## config.mk

```make
export PLATFORM = sky130hd
export DESIGN_NAME = wsd_sqrt
export DESIGN_NICKNAME = d
export VERILOG_FILES = /design/src/rtl/waypoint_steering_decision_top_assert.svh /design/src/rtl/wsd_sqrt.sv
export SDC_FILE = /design/constraint.sdc
export NUM_CORES = 1
export LEC_CHECK = 0
export BUFFER_PORTS_ARGS = -buffer_cell sky130_fd_sc_hd__buf_2
export CAP_MARGIN = 20
export CORE_MARGIN = 4
export CORE_UTILIZATION = 54
export CTS_BUF_LIST = sky130_fd_sc_hd__clkbuf_8
export CTS_CLUSTER_SIZE = 12
export DETAILED_ROUTE_END_ITERATION = 10
export MAX_ROUTING_LAYER = met4
export PLACE_DENSITY = 0.88
export RECOVER_POWER = 50
export SLEW_MARGIN = 20
export SYNTH_ARGS = -nofsm -noshare
export SYNTH_HDL_FRONTEND = slang
export SYNTH_SLANG_ARGS = --single-unit
```

## constraint.sdc

```tcl
create_clock -name clk -period 2.85 [get_ports clk]
set_clock_uncertainty 0.1 [all_clocks]
set_input_delay 0.855 -clock clk [delete_from_list [all_inputs] [get_ports clk]]
set_output_delay 0.855 -clock clk [all_outputs]
set_load 0.01 [all_outputs]
```

## src/rtl/waypoint_steering_decision_top_assert.svh

```systemverilog
// Assertion macros used by the top-level RTL file of the steering decision block
`ifndef WAYPOINT_STEERING_DECISION_TOP_ASSERT_SVH
`define WAYPOINT_STEERING_DECISION_TOP_ASSERT_SVH

// Same-cycle implication, sampled on clk, off while rst_n is low
`define WSD_ASSERT_IMP(lbl, ante, cons, msg) \
  lbl: assert property (@(posedge clk) disable iff (!rst_n) (ante) |-> (cons)) \
    else $error(msg);

// Next-cycle implication, sampled on clk, off while rst_n is low
`define WSD_ASSERT_NXT(lbl, ante, cons, msg) \
  lbl: assert property (@(posedge clk) disable iff (!rst_n) (ante) |=> (cons)) \
    else $error(msg);

`endif

```

## src/rtl/wsd_sqrt.sv

```systemverilog
`default_nettype none
// Integer square root, floor, two radicand bits per cycle
module wsd_sqrt #(
  parameter int W = 52
) (
  input  wire logic           clk,
  input  wire logic           rst_n,
  input  wire logic           start,
  input  wire logic [W-1:0]   rad_in,
  output logic                done,
  output logic [W/2-1:0]      root
);

  localparam int HW = W / 2;
  localparam int RW = HW + 2;
  localparam int CW = $clog2(HW + 1);

  logic           busy_r;
  logic           done_r;
  logic [CW-1:0]  cnt_r;
  logic [W-1:0]   rad_r;
  logic [RW-1:0]  rem_r;
  logic [HW-1:0]  root_r;
  logic [RW-1:0]  r2;
  logic [RW-1:0]  trial;
  logic           ge;

  // One digit of the root
  always_comb begin
    r2    = {rem_r[RW-3:0], rad_r[W-1:W-2]};
    trial = {root_r, 2'b01};
    ge    = (r2 >= trial);
  end

  // Control: count digits
  always_ff @(posedge clk) begin
    if (!rst_n) begin
      busy_r <= 1'b0;
      done_r <= 1'b0;
      cnt_r  <= '0;
    end else begin
      done_r <= 1'b0;
      if (start) begin
        busy_r <= 1'b1;
        cnt_r  <= '0;
      end else if (busy_r) begin
        cnt_r <= cnt_r + CW'(1);
        if (cnt_r == CW'(HW - 1)) begin
          busy_r <= 1'b0;
          done_r <= 1'b1;
        end
      end
    end
  end

  // Datapath: shift radicand, update remainder and root
  always_ff @(posedge clk) begin
    if (start) begin
      rad_r  <= rad_in;
      rem_r  <= '0;
      root_r <= '0;
    end else if (busy_r) begin
      rad_r  <= rad_r << 2;
      rem_r  <= ge ? (r2 - trial) : r2;
      root_r <= {root_r[HW-2:0], ge};
    end
  end

  assign done = done_r;
  assign root = root_r;

endmodule
`default_nettype wire

```

# Word-level counts from Yosys, hierarchy flattened
# Index checks and enable logic that the tools add are counted.
# Widths: inputs -> output; s select.
[totals]
register_bits = 111
out_inout_bits = 27
wordCells = 22
[classes]
n_mux = 7
n_reduce_logical = 3
n_lt_le_gt_ge = 1
add_sub_neg = 2
n_bitwise = 2
n_eq_ne = 1
[op_table]
columns = ["operator", "count"]
rows = [
  ["$mux 52", 2],
  ["$ge 28x28->1", 1],
  ["$mux 26", 1],
  ["$sub 26x26->26", 1],
  ["$add 5x1->5 const B", 1],
  ["$eq 5x5->1 const B", 1],
  ["$mux 1", 4],
  ["$reduce_or 3->1", 1],
  ["$not 1->1", 2],
  ["$reduce_bool 2->1", 1],
  ["$reduce_or 2->1", 1],
]

# Depth between registers and ports, before layout
# Gate-level depths: netlist (run 1).
[depth]
depth_word = 4
ltp_mapped = 13

# Worst setup path before layout (run 1)
# Ideal clock, no wire load.
[synth_timing]
kind = "input port to flip-flop"
startpoint = "in start"
endpoint = "reg rad_r[0] (enable)"
arrival_time_ps = 2307
stages = 3
setup_slack_ps = 33
cell_sequence = "clkbuf_1 inv_1 nand2_1"
[synth_via]
elab_chain_len = 1
[synth_rtl]
columns = ["element", "line_no", "text"]
rows = [
  ["start, declared", "wsd_sqrt.sv:8", "input wire logic start,"],
  ["$reduce_bool 2->1 (no source line)", "--", ""],
  ["end signal, assigned", "wsd_sqrt.sv:59", "rad_r <= rad_in;"],
  ["end signal, assigned", "wsd_sqrt.sv:63", "rad_r <= rad_r << 2;"],
  ["end, declared", "wsd_sqrt.sv:21", "logic [W-1:0] rad_r;"],
]
# No other way between the ends.
# A chain may end at the register's enable or synchronous reset.

# Worst setup path in the final report (run 1)
[layout_timing]
startpoint = "reg root_r[13] (netlist: root[13])"
endpoint = "reg rem_r[11]"
[layout_via]
elab_chain_len = 2
[layout_rtl]
columns = ["element", "line_no", "text"]
rows = [
  ["start, declared", "wsd_sqrt.sv:23", "logic [HW-1:0] root_r;"],
  ["start signal, assigned", "wsd_sqrt.sv:65", "root_r <= {root_r[HW-2:0], ge};"],
  ["$ge 28x28->1", "wsd_sqrt.sv:32", "ge = (r2 >= trial);"],
  ["$mux 26", "wsd_sqrt.sv:64", "rem_r <= ge ? (r2 - trial) : r2;"],
  ["end signal, assigned", "wsd_sqrt.sv:64", ""],
  ["end, declared", "wsd_sqrt.sv:22", "logic [RW-1:0] rem_r;"],
]
# No other way between the ends.

==> reports/metrics.yaml, run 1 <==
worst_setup_path:
  worst_ep_required_time_ns: 3.05
  critical_path_class: "reg -> reg"
  setup.worst_path.start_class: "flip-flop"
  timing.critical_path.fanout_max: 6
  worst_ep_arrival_time_ns: 2.95
  cp-end-kind: "flip-flop"
clock_network:
  clk_root_buffer_cell: "clkbuf_8"
  tritoncts_clock_tree: "built"
  clock-sinks: 111
  htreeDepth: 3
  cts-root-to-sink-buffers: 2
  clkTransAtPathRegs_ns: 0.11
  cts_hold_repair.buffers: 0
  number_of_clock_buffers_inserted_by_tritoncts: 9
  clock_insertion_delay_worst_skew_ns: 0.39
sta:
  worst-slew-pin-transition_ns: 1.242
  post-route-worst-setup-slack_ns: 0.1067
  setup_violations: 0
  final_period_minus_worst_setup_slack_ns: 2.743
  timing.slew.headroom_pct: 17.22
  hold_slack_ns: 0.3988
  final_max_slew_viol_count: 0
  max_freq_mhz: 364.5
  setup_tns_ns: 0
  min_period_over_period_pct: 96.26
  hold_viol: 0
final_layout:
  seq_area_sq_mm: 0.002746
  nets: 765
  layout.cells.non_filler: 825
  multi_input_area_sq_mm: 0.003179
  ratio_of_cells_with_drive_above_1_in_the_final_layout_pct: 31.39
  nFillCells: 884
  syn2layout_area_growth_pct: 16.47
  diodes: 0
  design_area_sq_mm: 0.007094
  final_core_util_pct: 64.87
route:
  post-route-drc-count: 0
  routed.top_layer: "met4"
  dr_wl_met3_um: 763
  drt-wirelength-per-cell_um: 16.16
  routed_via_density: 5.712
  detailroute.via_count: 4712
  postRouteAntennaNets: 0
  routed_metal_1_wirelength_um: 5825
  length_of_the_first_detailed_routing_pass_in_iterations: 5
  first_iter_violations: 296
  routed_wl_met2_um: 6581
  wl_um: 13330
logic_synthesis:
  synth-edff-count: 52
  mappedNetlistArea_sq_mm: 0.006091
  post_synth_mux_area_share_pct: 16.50
  synth_compound_gate_area_share_pct: 13.89
  synthesis.nets: 665
  seq_area_frac_synth_pct: 45.03
  synth_simple_gate_area_share_pct: 11.22
  synth_xor_area_share_pct: 2.876
  ys_async_sr_fraction_pct: 0
  synth_adder_area_share_pct: 6.163
  synthesis.area_per_instance_sq_um: 10.50
  synth.distinct_cells: 66
  postSynth.topFlopCell: "dfxtp_1"
  synth_top_family_by_area: "multiplexers"
  synth_cells: 580
  synth-seq-cells: 111
  synth_warnings: 0
run_status:
  status: "finished clean"
placed_design:
  buffer_ports.inserted: 81
  gp_congestion: 0.8597
  detailedPlacementHpwl_um: 9499
  placement.setup.worst_slack_ns: -0.06410
  placedCellCount: 805
  placed_cell_area_sq_mm: 0.006807
power:
  pwr-share-clk_pct: 19.0
  power_frac_seq_pct: 40.5
  p_per_area_mw_per_mm2: 663.0
  power.switching_mw: 1.657
  comb_power_share_pct: 40.5
  total_power_mw: 4.703
  power.share.switching_pct: 35.24
  internal-power_mw: 3.046
  ir_drop_mv: 0.4507
  p_leak_nw: 2.904
floorplan:
  initial_core_util_pct: 55.70
  row_count: 38
  fp.coreArea_sq_mm: 0.01094
  ioPinCount: 82
  fp.dieArea_sq_mm: 0.01304
  die_h_um: 114.2
  dieWidth_um: 114.2
global_route:
  grt_overflow: 0
  gr-usage-all-layers_pct: 21.50
  grt_start_max_net_pins: 69
  first_pass_grt_wire_length_um: 22090
  antenna_found_initial: 0
  vias_in_the_first_global_route: 4654
hold_path:
  worst_hold_path_type: "reg -> reg"
run:
  maxCapViolCount: 0
## power by group through the flow
stage          sequential (mW)  combinational (mW)  clock (mW)
5_1_grt                   1.92                2.08       0.980
3_3_place_gp              1.93                1.68           0
3_5_place_dp              1.94                1.74           0
4_1_cts                   1.90                1.77       0.920
6_report                  1.91                1.90       0.895
2_1_floorplan             1.91                1.35           0
## layout make-up
| type | count | share of cell area, % |
|---|---|---|
| clock buffer | 9 | 1.746 |
| clock inverter | 7 | 0.7584 |
| inverter | 36 | 1.905 |
| multi-input combinational | 406 | 44.81 |
| sequential | 111 | 38.71 |
| tap | 140 | 2.469 |
| timing repair buffer | 116 | 9.594 |
## worst max-delay path, stage by stage, from the launching register on
cell and delay [ns]:
dfxtp_1 0.35, inv_1 0.04, ha_1 0.30, a21o_1 0.20, o21bai_4 0.18, a2111oi_4 0.37
or2_4 0.20, o211ai_4 0.09, a31o_4 0.28, buf_4 0.18, mux2i_1 0.14, a211oi_1 0.23
## final timing paths
path	from	endpoint	slack (ns)	cells after the start
min	rem_r[25]$_SDFFE_PP0P_	rem_r[25]$_SDFFE_PP0P_	0.40	2
max	root[13]$_SDFFE_PP0P_	rem_r[11]$_SDFFE_PP0P_	0.11	11
max reg2reg	root[13]$_SDFFE_PP0P_	rem_r[11]$_SDFFE_PP0P_	0.11	11
min reg2reg	rem_r[25]$_SDFFE_PP0P_	rem_r[25]$_SDFFE_PP0P_	0.40	2
## cells in the mapped netlist, types with 9 or more instances
library cell | n | area [sq um]
xnor2_1 | 12 | 105.1
mux2i_1 | 43 | 430.4
nor3_1 | 9 | 45.04
inv_1 | 34 | 127.6
nor2_1 | 67 | 251.5
ha_1 | 30 | 375.4
a21o_1 | 9 | 67.56
nand3_1 | 9 | 45.04
mux2_2 | 51 | 574.3
a211oi_1 | 20 | 150.1
dfxtp_1 | 59 | 1181
o21ai_0 | 10 | 50.05
clkbuf_1 | 21 | 78.83
edfxtp_1 | 52 | 1562
nand2_1 | 29 | 108.9
a21oi_1 | 25 | 125.1
## cell families (layout without fill, tap and decap cells)
kind of cell,count (synthesis),after routing
buffers and inverters,63,168
adders and majority gates,30,30
AOI/OAI and AO/OA,114,114
xor gates and xnor gates,20,20
and+or+nand+nor,148,148
DFF,111,111
muxes,94,94
## per-layer routing
layer	up-vias	track usage, %
met4	0	4.355
met2	121	34.47
met5	-	-
met1	2262	27.57
li1	2308	-
met3	21	5.920
## repair_timing
action | 4_1_cts | 5_1_grt
setup endpoints to repair | 16 | 20
setup buffers | 0 | 4
pin swaps | 1 | 8
hold endpoints to repair | 0 | 0
resized for setup | 4 | 22
## registers in the layout, indices dropped and copies added (netlist names)
register  flops
rem_r        26
busy_r        1
done          1
root         26
cnt_r         5
rad_r        52
## cell usage in the layout (no fill, tap or decap), types with 4 or more instances in the layout
cell      synthesis  routed
a21o_1            9       9
a21oi_1          25      20
dfxtp_1          59      56
xor2_1            8       8
nand2_1          29      28
nor2b_1           7       7
nor2_1           67      66
clkbuf_8          0       9
o211ai_1          4       4
nand4_1           5       5
buf_2             1      80
a21oi_2           0       5
mux2_2           51      50
mux2i_1          43      43
a211oi_1         20      17
nand3_1           9       9
a311oi_1          6       6
nor3_1            9       8
and3_1            4       4
ha_1             30      28
o21ai_0          10      10
o21ai_1           6       5
buf_4             1      32
edfxtp_1         52      52
xnor2_1          12      12
inv_1            34      35
(Power assumes the default switching activity.)
==> run 2, diff against run 1 <==
--- a/config.mk
+++ b/config.mk
@@ -12,9 +12,8 @@
 export CTS_BUF_LIST = sky130_fd_sc_hd__clkbuf_8
 export CTS_CLUSTER_SIZE = 12
 export DETAILED_ROUTE_END_ITERATION = 10
-export MAX_ROUTING_LAYER = met4
 export PLACE_DENSITY = 0.88
-export RECOVER_POWER = 50
+export RECOVER_POWER = 100
 export SLEW_MARGIN = 20
 export SYNTH_ARGS = -nofsm -noshare
 export SYNTH_HDL_FRONTEND = slang
==> run 2 against run 1 <==
Maximum frequency is 0.67% higher; die area stayed put; critical path depth is 1 lower; via count hardly changed; clock power is 2.7% higher; sequential power hardly changed; final area is 0.60% lower; hold slack hardly changed; setup slack better by 0.018 ns; clock-buffer cell count is 1 higher; total power hardly changed; register-to-register slack better by 0.02 ns; the run now ends with max-capacitance violations, max-slew violations left.
==> reports/metrics.yaml, run 2 (synthesized netlist as in run 1, its figures left out) <==
run_status:
  status: "finished with violations"
  violations: "max-capacitance violations, max-slew violations"
placed_design:
  placedCellCount: 810
  detailedPlacementHpwl_um: 9528
  buffer_ports.inserted: 81
  gp_congestion: 0.8854
  placed_cell_area_sq_mm: 0.006857
sta:
  setup_violations: 0
  worst-slew-pin-transition_ns: 1.527
  final_max_slew_viol_count: 69
  timing.slew.headroom_pct: -1.800
  hold_slack_ns: 0.3992
  hold_viol: 0
  final_period_minus_worst_setup_slack_ns: 2.725
  max_freq_mhz: 367.0
  min_period_over_period_pct: 95.62
power:
  total_power_mw: 4.700
  ir_drop_mv: 0.4892
  p_leak_nw: 2.805
  p_per_area_mw_per_mm2: 666.5
floorplan:
  ioPinCount: 82
  fp.dieArea_sq_mm: 0.01304
  initial_core_util_pct: 55.70
  dieWidth_um: 114.2
  fp.coreArea_sq_mm: 0.01094
  row_count: 38
  die_h_um: 114.2
global_route:
  grt_overflow: 0
  antenna_found_initial: 0
  grt_start_max_net_pins: 69
  vias_in_the_first_global_route: 4686
  first_pass_grt_wire_length_um: 22010
  gr-usage-all-layers_pct: 20.89
route:
  postRouteAntennaNets: 0
  first_iter_violations: 267
  length_of_the_first_detailed_routing_pass_in_iterations: 4
  drt-wirelength-per-cell_um: 15.87
  wl_um: 13150
  post-route-drc-count: 0
  routed_via_density: 5.689
  detailroute.via_count: 4716
worst_setup_path:
  critical-path-max-stage-delay_ns: 0.39
  critical_path.top_delay_family: "compound AO/OA/AOI/OAI gates"
  cp-end-kind: "flip-flop"
  regToRegSetupSlack_ns: 0.12
  setup.worst_path.start_class: "flip-flop"
  critical_path_buf_inv_count: 2
  timing.critical_path.fanout_max: 7
  regToRegStartpoint: "root[23]$_SDFFE_PP0P_"
  worst_ep_required_time_ns: 3.03
  worstReg2RegEnd: "rem_r[11]$_SDFFE_PP0P_"
  worst_ep_arrival_time_ns: 2.91
  worstPathCellList: "inv_1 -> ha_1 -> a21o_1 -> a21oi_1 -> nor2b_1 -> o211ai_4 -> a31o_4 -> buf_4 -> mux2i_1 -> a211oi_1"
  critical_path_class: "reg -> reg"
  timing.critical_path.from: "root[23]$_SDFFE_PP0P_"
  slowest_stage: "dfxtp_1"
  r2r.worst_path.cells: 10
  critPathCapture: "rem_r[11]$_SDFFE_PP0P_"
  crit_cells: 10
final_layout:
  layout.cells.most_common: "nor2_1"
  seq_area_sq_mm: 0.002745
  final_core_util_pct: 64.49
  multi_input_area_sq_mm: 0.003148
  design_area_sq_mm: 0.007052
  largest_reg_flops: 52
  largest_register: "rad_r"
  syn2layout_area_growth_pct: 15.78
  nets: 769
  most-common-layout-cells: "nor2_1 (66), dfxtp_1 (57), buf_2 (57), edfxtp_1 (52), mux2_2 (51)"
  ratio_of_cells_with_drive_above_1_in_the_final_layout_pct: 27.00
  nFillCells: 885
  diodes: 0
  layout.cells.non_filler: 829
run:
  maxCapViolCount: 1
hold_path:
  worst_hold_path_type: "reg -> reg"
clock_network:
  htreeDepth: 3
  clock_insertion_delay_worst_skew_ns: 0.39
  cts-root-to-sink-buffers: 2
  tritoncts_clock_tree: "built"
  clock-sinks: 111
  clkTransAtPathRegs_ns: 0.11
  number_of_clock_buffers_inserted_by_tritoncts: 9
  clk_root_buffer_cell: "clkbuf_8"
==> run 2: changes by cell type in the layout (fill, tap and decap cells not counted), moves of 3 or more <==
cell / previous run / this run
clkbuf_2: 1 / 4
clkbuf_1: 1 / 27
buf_2: 80 / 57
clkinv_4: 0 / 3
==> run 2: power breakdown <==
part / leakage, nW / total, mW / internal (mW) / switching [mW]
Clock: 0.0935 / 0.919 / 0.353 / 0.567
Sequential: 1.01 / 1.91 / 1.83 / 0.0793
Combinational: 1.70 / 1.87 / 0.880 / 0.993
==> run 2: stage by stage <==
stage	worst slack (ns)	setup TNS (ns)
4_1_cts	0.03164	0
3_3_place_gp	-0.006722	-0.01257
6_report	0.1249	0
3_5_place_dp	-0.1200	-0.9576
5_1_grt	-0.02164	-0.03522
2_1_floorplan	0.03262	0
==> run 2: per-layer routing <==
metal	wire length, um	up-vias	GRT usage, %
met1	5651	2257	25.84
met3	834	24	6.660
met5	0	-	0
li1	-	2325	-
met4	287	0	7.205
met2	6379	110	34.50
==> run 2: layout make-up <==
type                       instances  area share, %
clock buffer                      10          1.952
clock inverter                     6         0.7275
inverter                          36          1.916
multi-input combinational        406          44.64
sequential                       111          38.93
tap                              140          2.484
timing repair buffer             120          9.351
==> run 2: worst min path at each step <==
stage	from	endpoint	slack, ns	cells after the start
floorplan	rem_r[24]$_SDFFE_PP0P_	rem_r[24]$_SDFFE_PP0P_	0.36	2
global placement	rem_r[24]$_SDFFE_PP0P_	rem_r[24]$_SDFFE_PP0P_	0.38	2
detailed placement	rem_r[25]$_SDFFE_PP0P_	rem_r[25]$_SDFFE_PP0P_	0.39	2
CTS	rem_r[25]$_SDFFE_PP0P_	rem_r[25]$_SDFFE_PP0P_	0.40	2
global route	rem_r[24]$_SDFFE_PP0P_	rem_r[24]$_SDFFE_PP0P_	0.43	2
finish	rem_r[24]$_SDFFE_PP0P_	rem_r[24]$_SDFFE_PP0P_	0.40	2
==> run 2: worst min-delay path, stage by stage, from the launching register on <==
cell and delay, ns:
dfxtp_1 0.33, nor2_1 0.08, a311oi_1 0.05
==> run 2: what timing repair did <==
action,in CTS,in global routing
hold buffers,0,0
hold endpoints to repair,0,0
setup buffers,0,3
setup endpoints to repair,16,20
pin swaps,0,6
resized for setup,4,13
==> run 3, diff against run 2 <==
--- a/config.mk
+++ b/config.mk
@@ -7,6 +7,7 @@
 export LEC_CHECK = 0
 export BUFFER_PORTS_ARGS = -buffer_cell sky130_fd_sc_hd__buf_2
 export CAP_MARGIN = 20
+export CORE_ASPECT_RATIO = 0.7
 export CORE_MARGIN = 4
 export CORE_UTILIZATION = 54
 export CTS_BUF_LIST = sky130_fd_sc_hd__clkbuf_8
==> run 3 against run 2 <==
The flow now finishes without violations; clock-buffer cell count unchanged; setup slack worse by 0.016 ns; die area up 0.21%; sequential share of layout area down 0.19 points; routed wire length up 0.43%; via count up 0.19%; sequential power about the same; hold slack better by 0.010 ns; non-clock buffer count down 6; final cell count up 0.84%; sequential cell count unchanged; core utilization down 0.099 points.
==> reports/metrics.yaml, run 3 (synthesized netlist as in run 1, its figures left out) <==
run_status:
  status: "finished clean"
sta:
  setup_tns_ns: 0
  timing.slew.headroom_pct: 16.14
  final_period_minus_worst_setup_slack_ns: 2.741
  final_max_slew_viol_count: 0
  hold_viol: 0
  setup_violations: 0
  worst-slew-pin-transition_ns: 1.258
  max_freq_mhz: 364.8
  min_period_over_period_pct: 96.19
global_route:
  grt_overflow: 0
  gr-usage-all-layers_pct: 20.08
  grt_start_max_net_pins: 84
  first_pass_grt_wire_length_um: 21800
  antenna_found_initial: 0
  vias_in_the_first_global_route: 4590
floorplan:
  initial_core_util_pct: 55.32
  fp.coreArea_sq_mm: 0.01101
  die_h_um: 96.86
  row_count: 32
  dieWidth_um: 134.9
  fp.dieArea_sq_mm: 0.01307
  ioPinCount: 82
power:
  power_frac_seq_pct: 39.9
  ir_drop_mv: 0.3128
  power.switching_mw: 1.629
  comb_power_share_pct: 39.3
  pwr-share-clk_pct: 20.7
  p_per_area_mw_per_mm2: 672.0
  internal-power_mw: 3.136
  power.share.switching_pct: 34.18
  p_leak_nw: 2.811
final_layout:
  syn2layout_area_growth_pct: 16.39
  largest_register: "rad_r"
  most-common-layout-cells: "nor2_1 (66), buf_2 (59), dfxtp_1 (56), edfxtp_1 (52), mux2_2 (50)"
  diodes: 0
  final_core_util_pct: 64.39
  layout.cells.most_common: "nor2_1"
  ratio_of_cells_with_drive_above_1_in_the_final_layout_pct: 27.09
  nets: 763
  nFillCells: 869
  largest_reg_flops: 52
worst_setup_path:
  regToRegSetupSlack_ns: 0.11
  slowest_stage: "ha_1"
  worstReg2RegEnd: "rem_r[7]$_SDFFE_PP0P_"
  r2r.worst_path.cells: 11
  critical_path.top_delay_family: "compound AO/OA/AOI/OAI gates"
  regToRegStartpoint: "root[11]$_SDFFE_PP0P_"
  cp-end-kind: "flip-flop"
  critical-path-max-stage-delay_ns: 0.37
  critical_path_class: "reg -> reg"
  worst_ep_arrival_time_ns: 2.92
  critical_path_buf_inv_count: 2
  worstPathCellList: "inv_1 -> ha_1 -> a21oi_4 -> o21bai_4 -> a2111oi_4 -> or2_4 -> o211ai_4 -> a31o_4 -> buf_4 -> mux2i_1 -> a211oi_1"
  setup.worst_path.start_class: "flip-flop"
  timing.critical_path.fanout_max: 9
  worst_ep_required_time_ns: 3.03
clock_network:
  clock_insertion_delay_worst_skew_ns: 0.37
  clkTransAtPathRegs_ns: 0.11
  clock-sinks: 111
  cts-root-to-sink-buffers: 2
  number_of_clock_buffers_inserted_by_tritoncts: 9
  cts_hold_repair.buffers: 0
  htreeDepth: 3
  clk_root_buffer_cell: "clkbuf_8"
  tritoncts_clock_tree: "built"
route:
  postRouteAntennaNets: 0
  first_iter_violations: 403
  detailroute.via_count: 4725
  wl_um: 13210
  drt-wirelength-per-cell_um: 15.80
  post-route-drc-count: 0
  routed_via_density: 5.652
  length_of_the_first_detailed_routing_pass_in_iterations: 5
placed_design:
  detailedPlacementHpwl_um: 9382
  gp_congestion: 0.8808
  buffer_ports.inserted: 81
hold_path:
  hold_path_startpoint: "rem_r[23]$_SDFFE_PP0P_"
  whs_path_depth: 2
  whs_endpoint: "rem_r[25]$_SDFFE_PP0P_"
  worst_hold_path_type: "reg -> reg"
run:
  maxCapViolCount: 0
-- run 3: per-stage QoR --
stage               cell area, sq um  hold WS [ns]  worst slack [ns]  total power [mW]  std cells
floorplan                       6091        0.3647           0.03262             3.262        580
global placement                6828        0.3798           0.01018             3.577        817
detailed placement              6828        0.3916           -0.1018             3.657        817
CTS                             7051        0.4083           0.04871             4.676        833
global route                    7089        0.4369          -0.02293             5.039        836
finish                          7089        0.4093            0.1087             4.764        836
-- run 3: power by group through the flow --
stage          clock network, mW  registers [mW]  logic [mW]
2_1_floorplan                  0            1.91        1.35
3_3_place_gp                   0            1.93        1.65
3_5_place_dp                   0            1.94        1.72
4_1_cts                     1.02            1.90        1.76
5_1_grt                     1.09            1.92        2.03
6_report                   0.988            1.90        1.87
-- run 3: timing repair --
item / in CTS / in global routing
setup buffers: 0 / 3
gates resized for setup: 4 / 20
endpoints found under the setup margin: 16 / 23
pin swaps: 0 / 8
-- run 3: cell type report --
type | instances | area (sq um) | area share [%]
inverter | 36 | 135.1 | 1.906
sequential | 111 | 2746 | 38.74
clock inverter | 6 | 70.07 | 0.9884
multi-input combinational | 406 | 3166 | 44.65
tap | 153 | 191.4 | 2.700
clock buffer | 10 | 137.6 | 1.941
timing repair buffer | 114 | 643.1 | 9.072
-- run 3: worst reg2reg max path: stages (launching register included) --
cell and delay, ns:
dfxtp_1 0.34, inv_1 0.05, ha_1 0.38, a21oi_4 0.23, o21bai_4 0.09, a2111oi_4 0.36, or2_4 0.21, o211ai_4 0.08
a31o_4 0.26, buf_4 0.19, mux2i_1 0.13, a211oi_1 0.24
-- run 3: how the worst max path moves through the flow --
stage / from / endpoint / slack [ns] / cells after the start
2_1_floorplan: start / rad_r[0]$_SDFFCE_PN0P_ / 0.03 / 3
3_3_place_gp: root[11]$_SDFFE_PP0P_ / rem_r[2]$_SDFFE_PP0P_ / 0.01 / 11
3_5_place_dp: root[11]$_SDFFE_PP0P_ / rem_r[13]$_SDFFE_PP0P_ / -0.10 / 11
4_1_cts: root[12]$_SDFFE_PP0P_ / rem_r[7]$_SDFFE_PP0P_ / 0.05 / 11
5_1_grt: root[11]$_SDFFE_PP0P_ / rem_r[23]$_SDFFE_PP0P_ / -0.02 / 12
6_report: root[11]$_SDFFE_PP0P_ / rem_r[7]$_SDFFE_PP0P_ / 0.11 / 11
-- run 3: per-layer routing --
layer / up-vias / wire, um / global-route usage (%)
met2: 136 / 6279 / 31.85
met4: 0 / 98 / 3.796
met5: - / 0 / 0
li1: 2316 / - / -
met1: 2262 / 6087 / 28.46
met3: 11 / 745 / 4.626
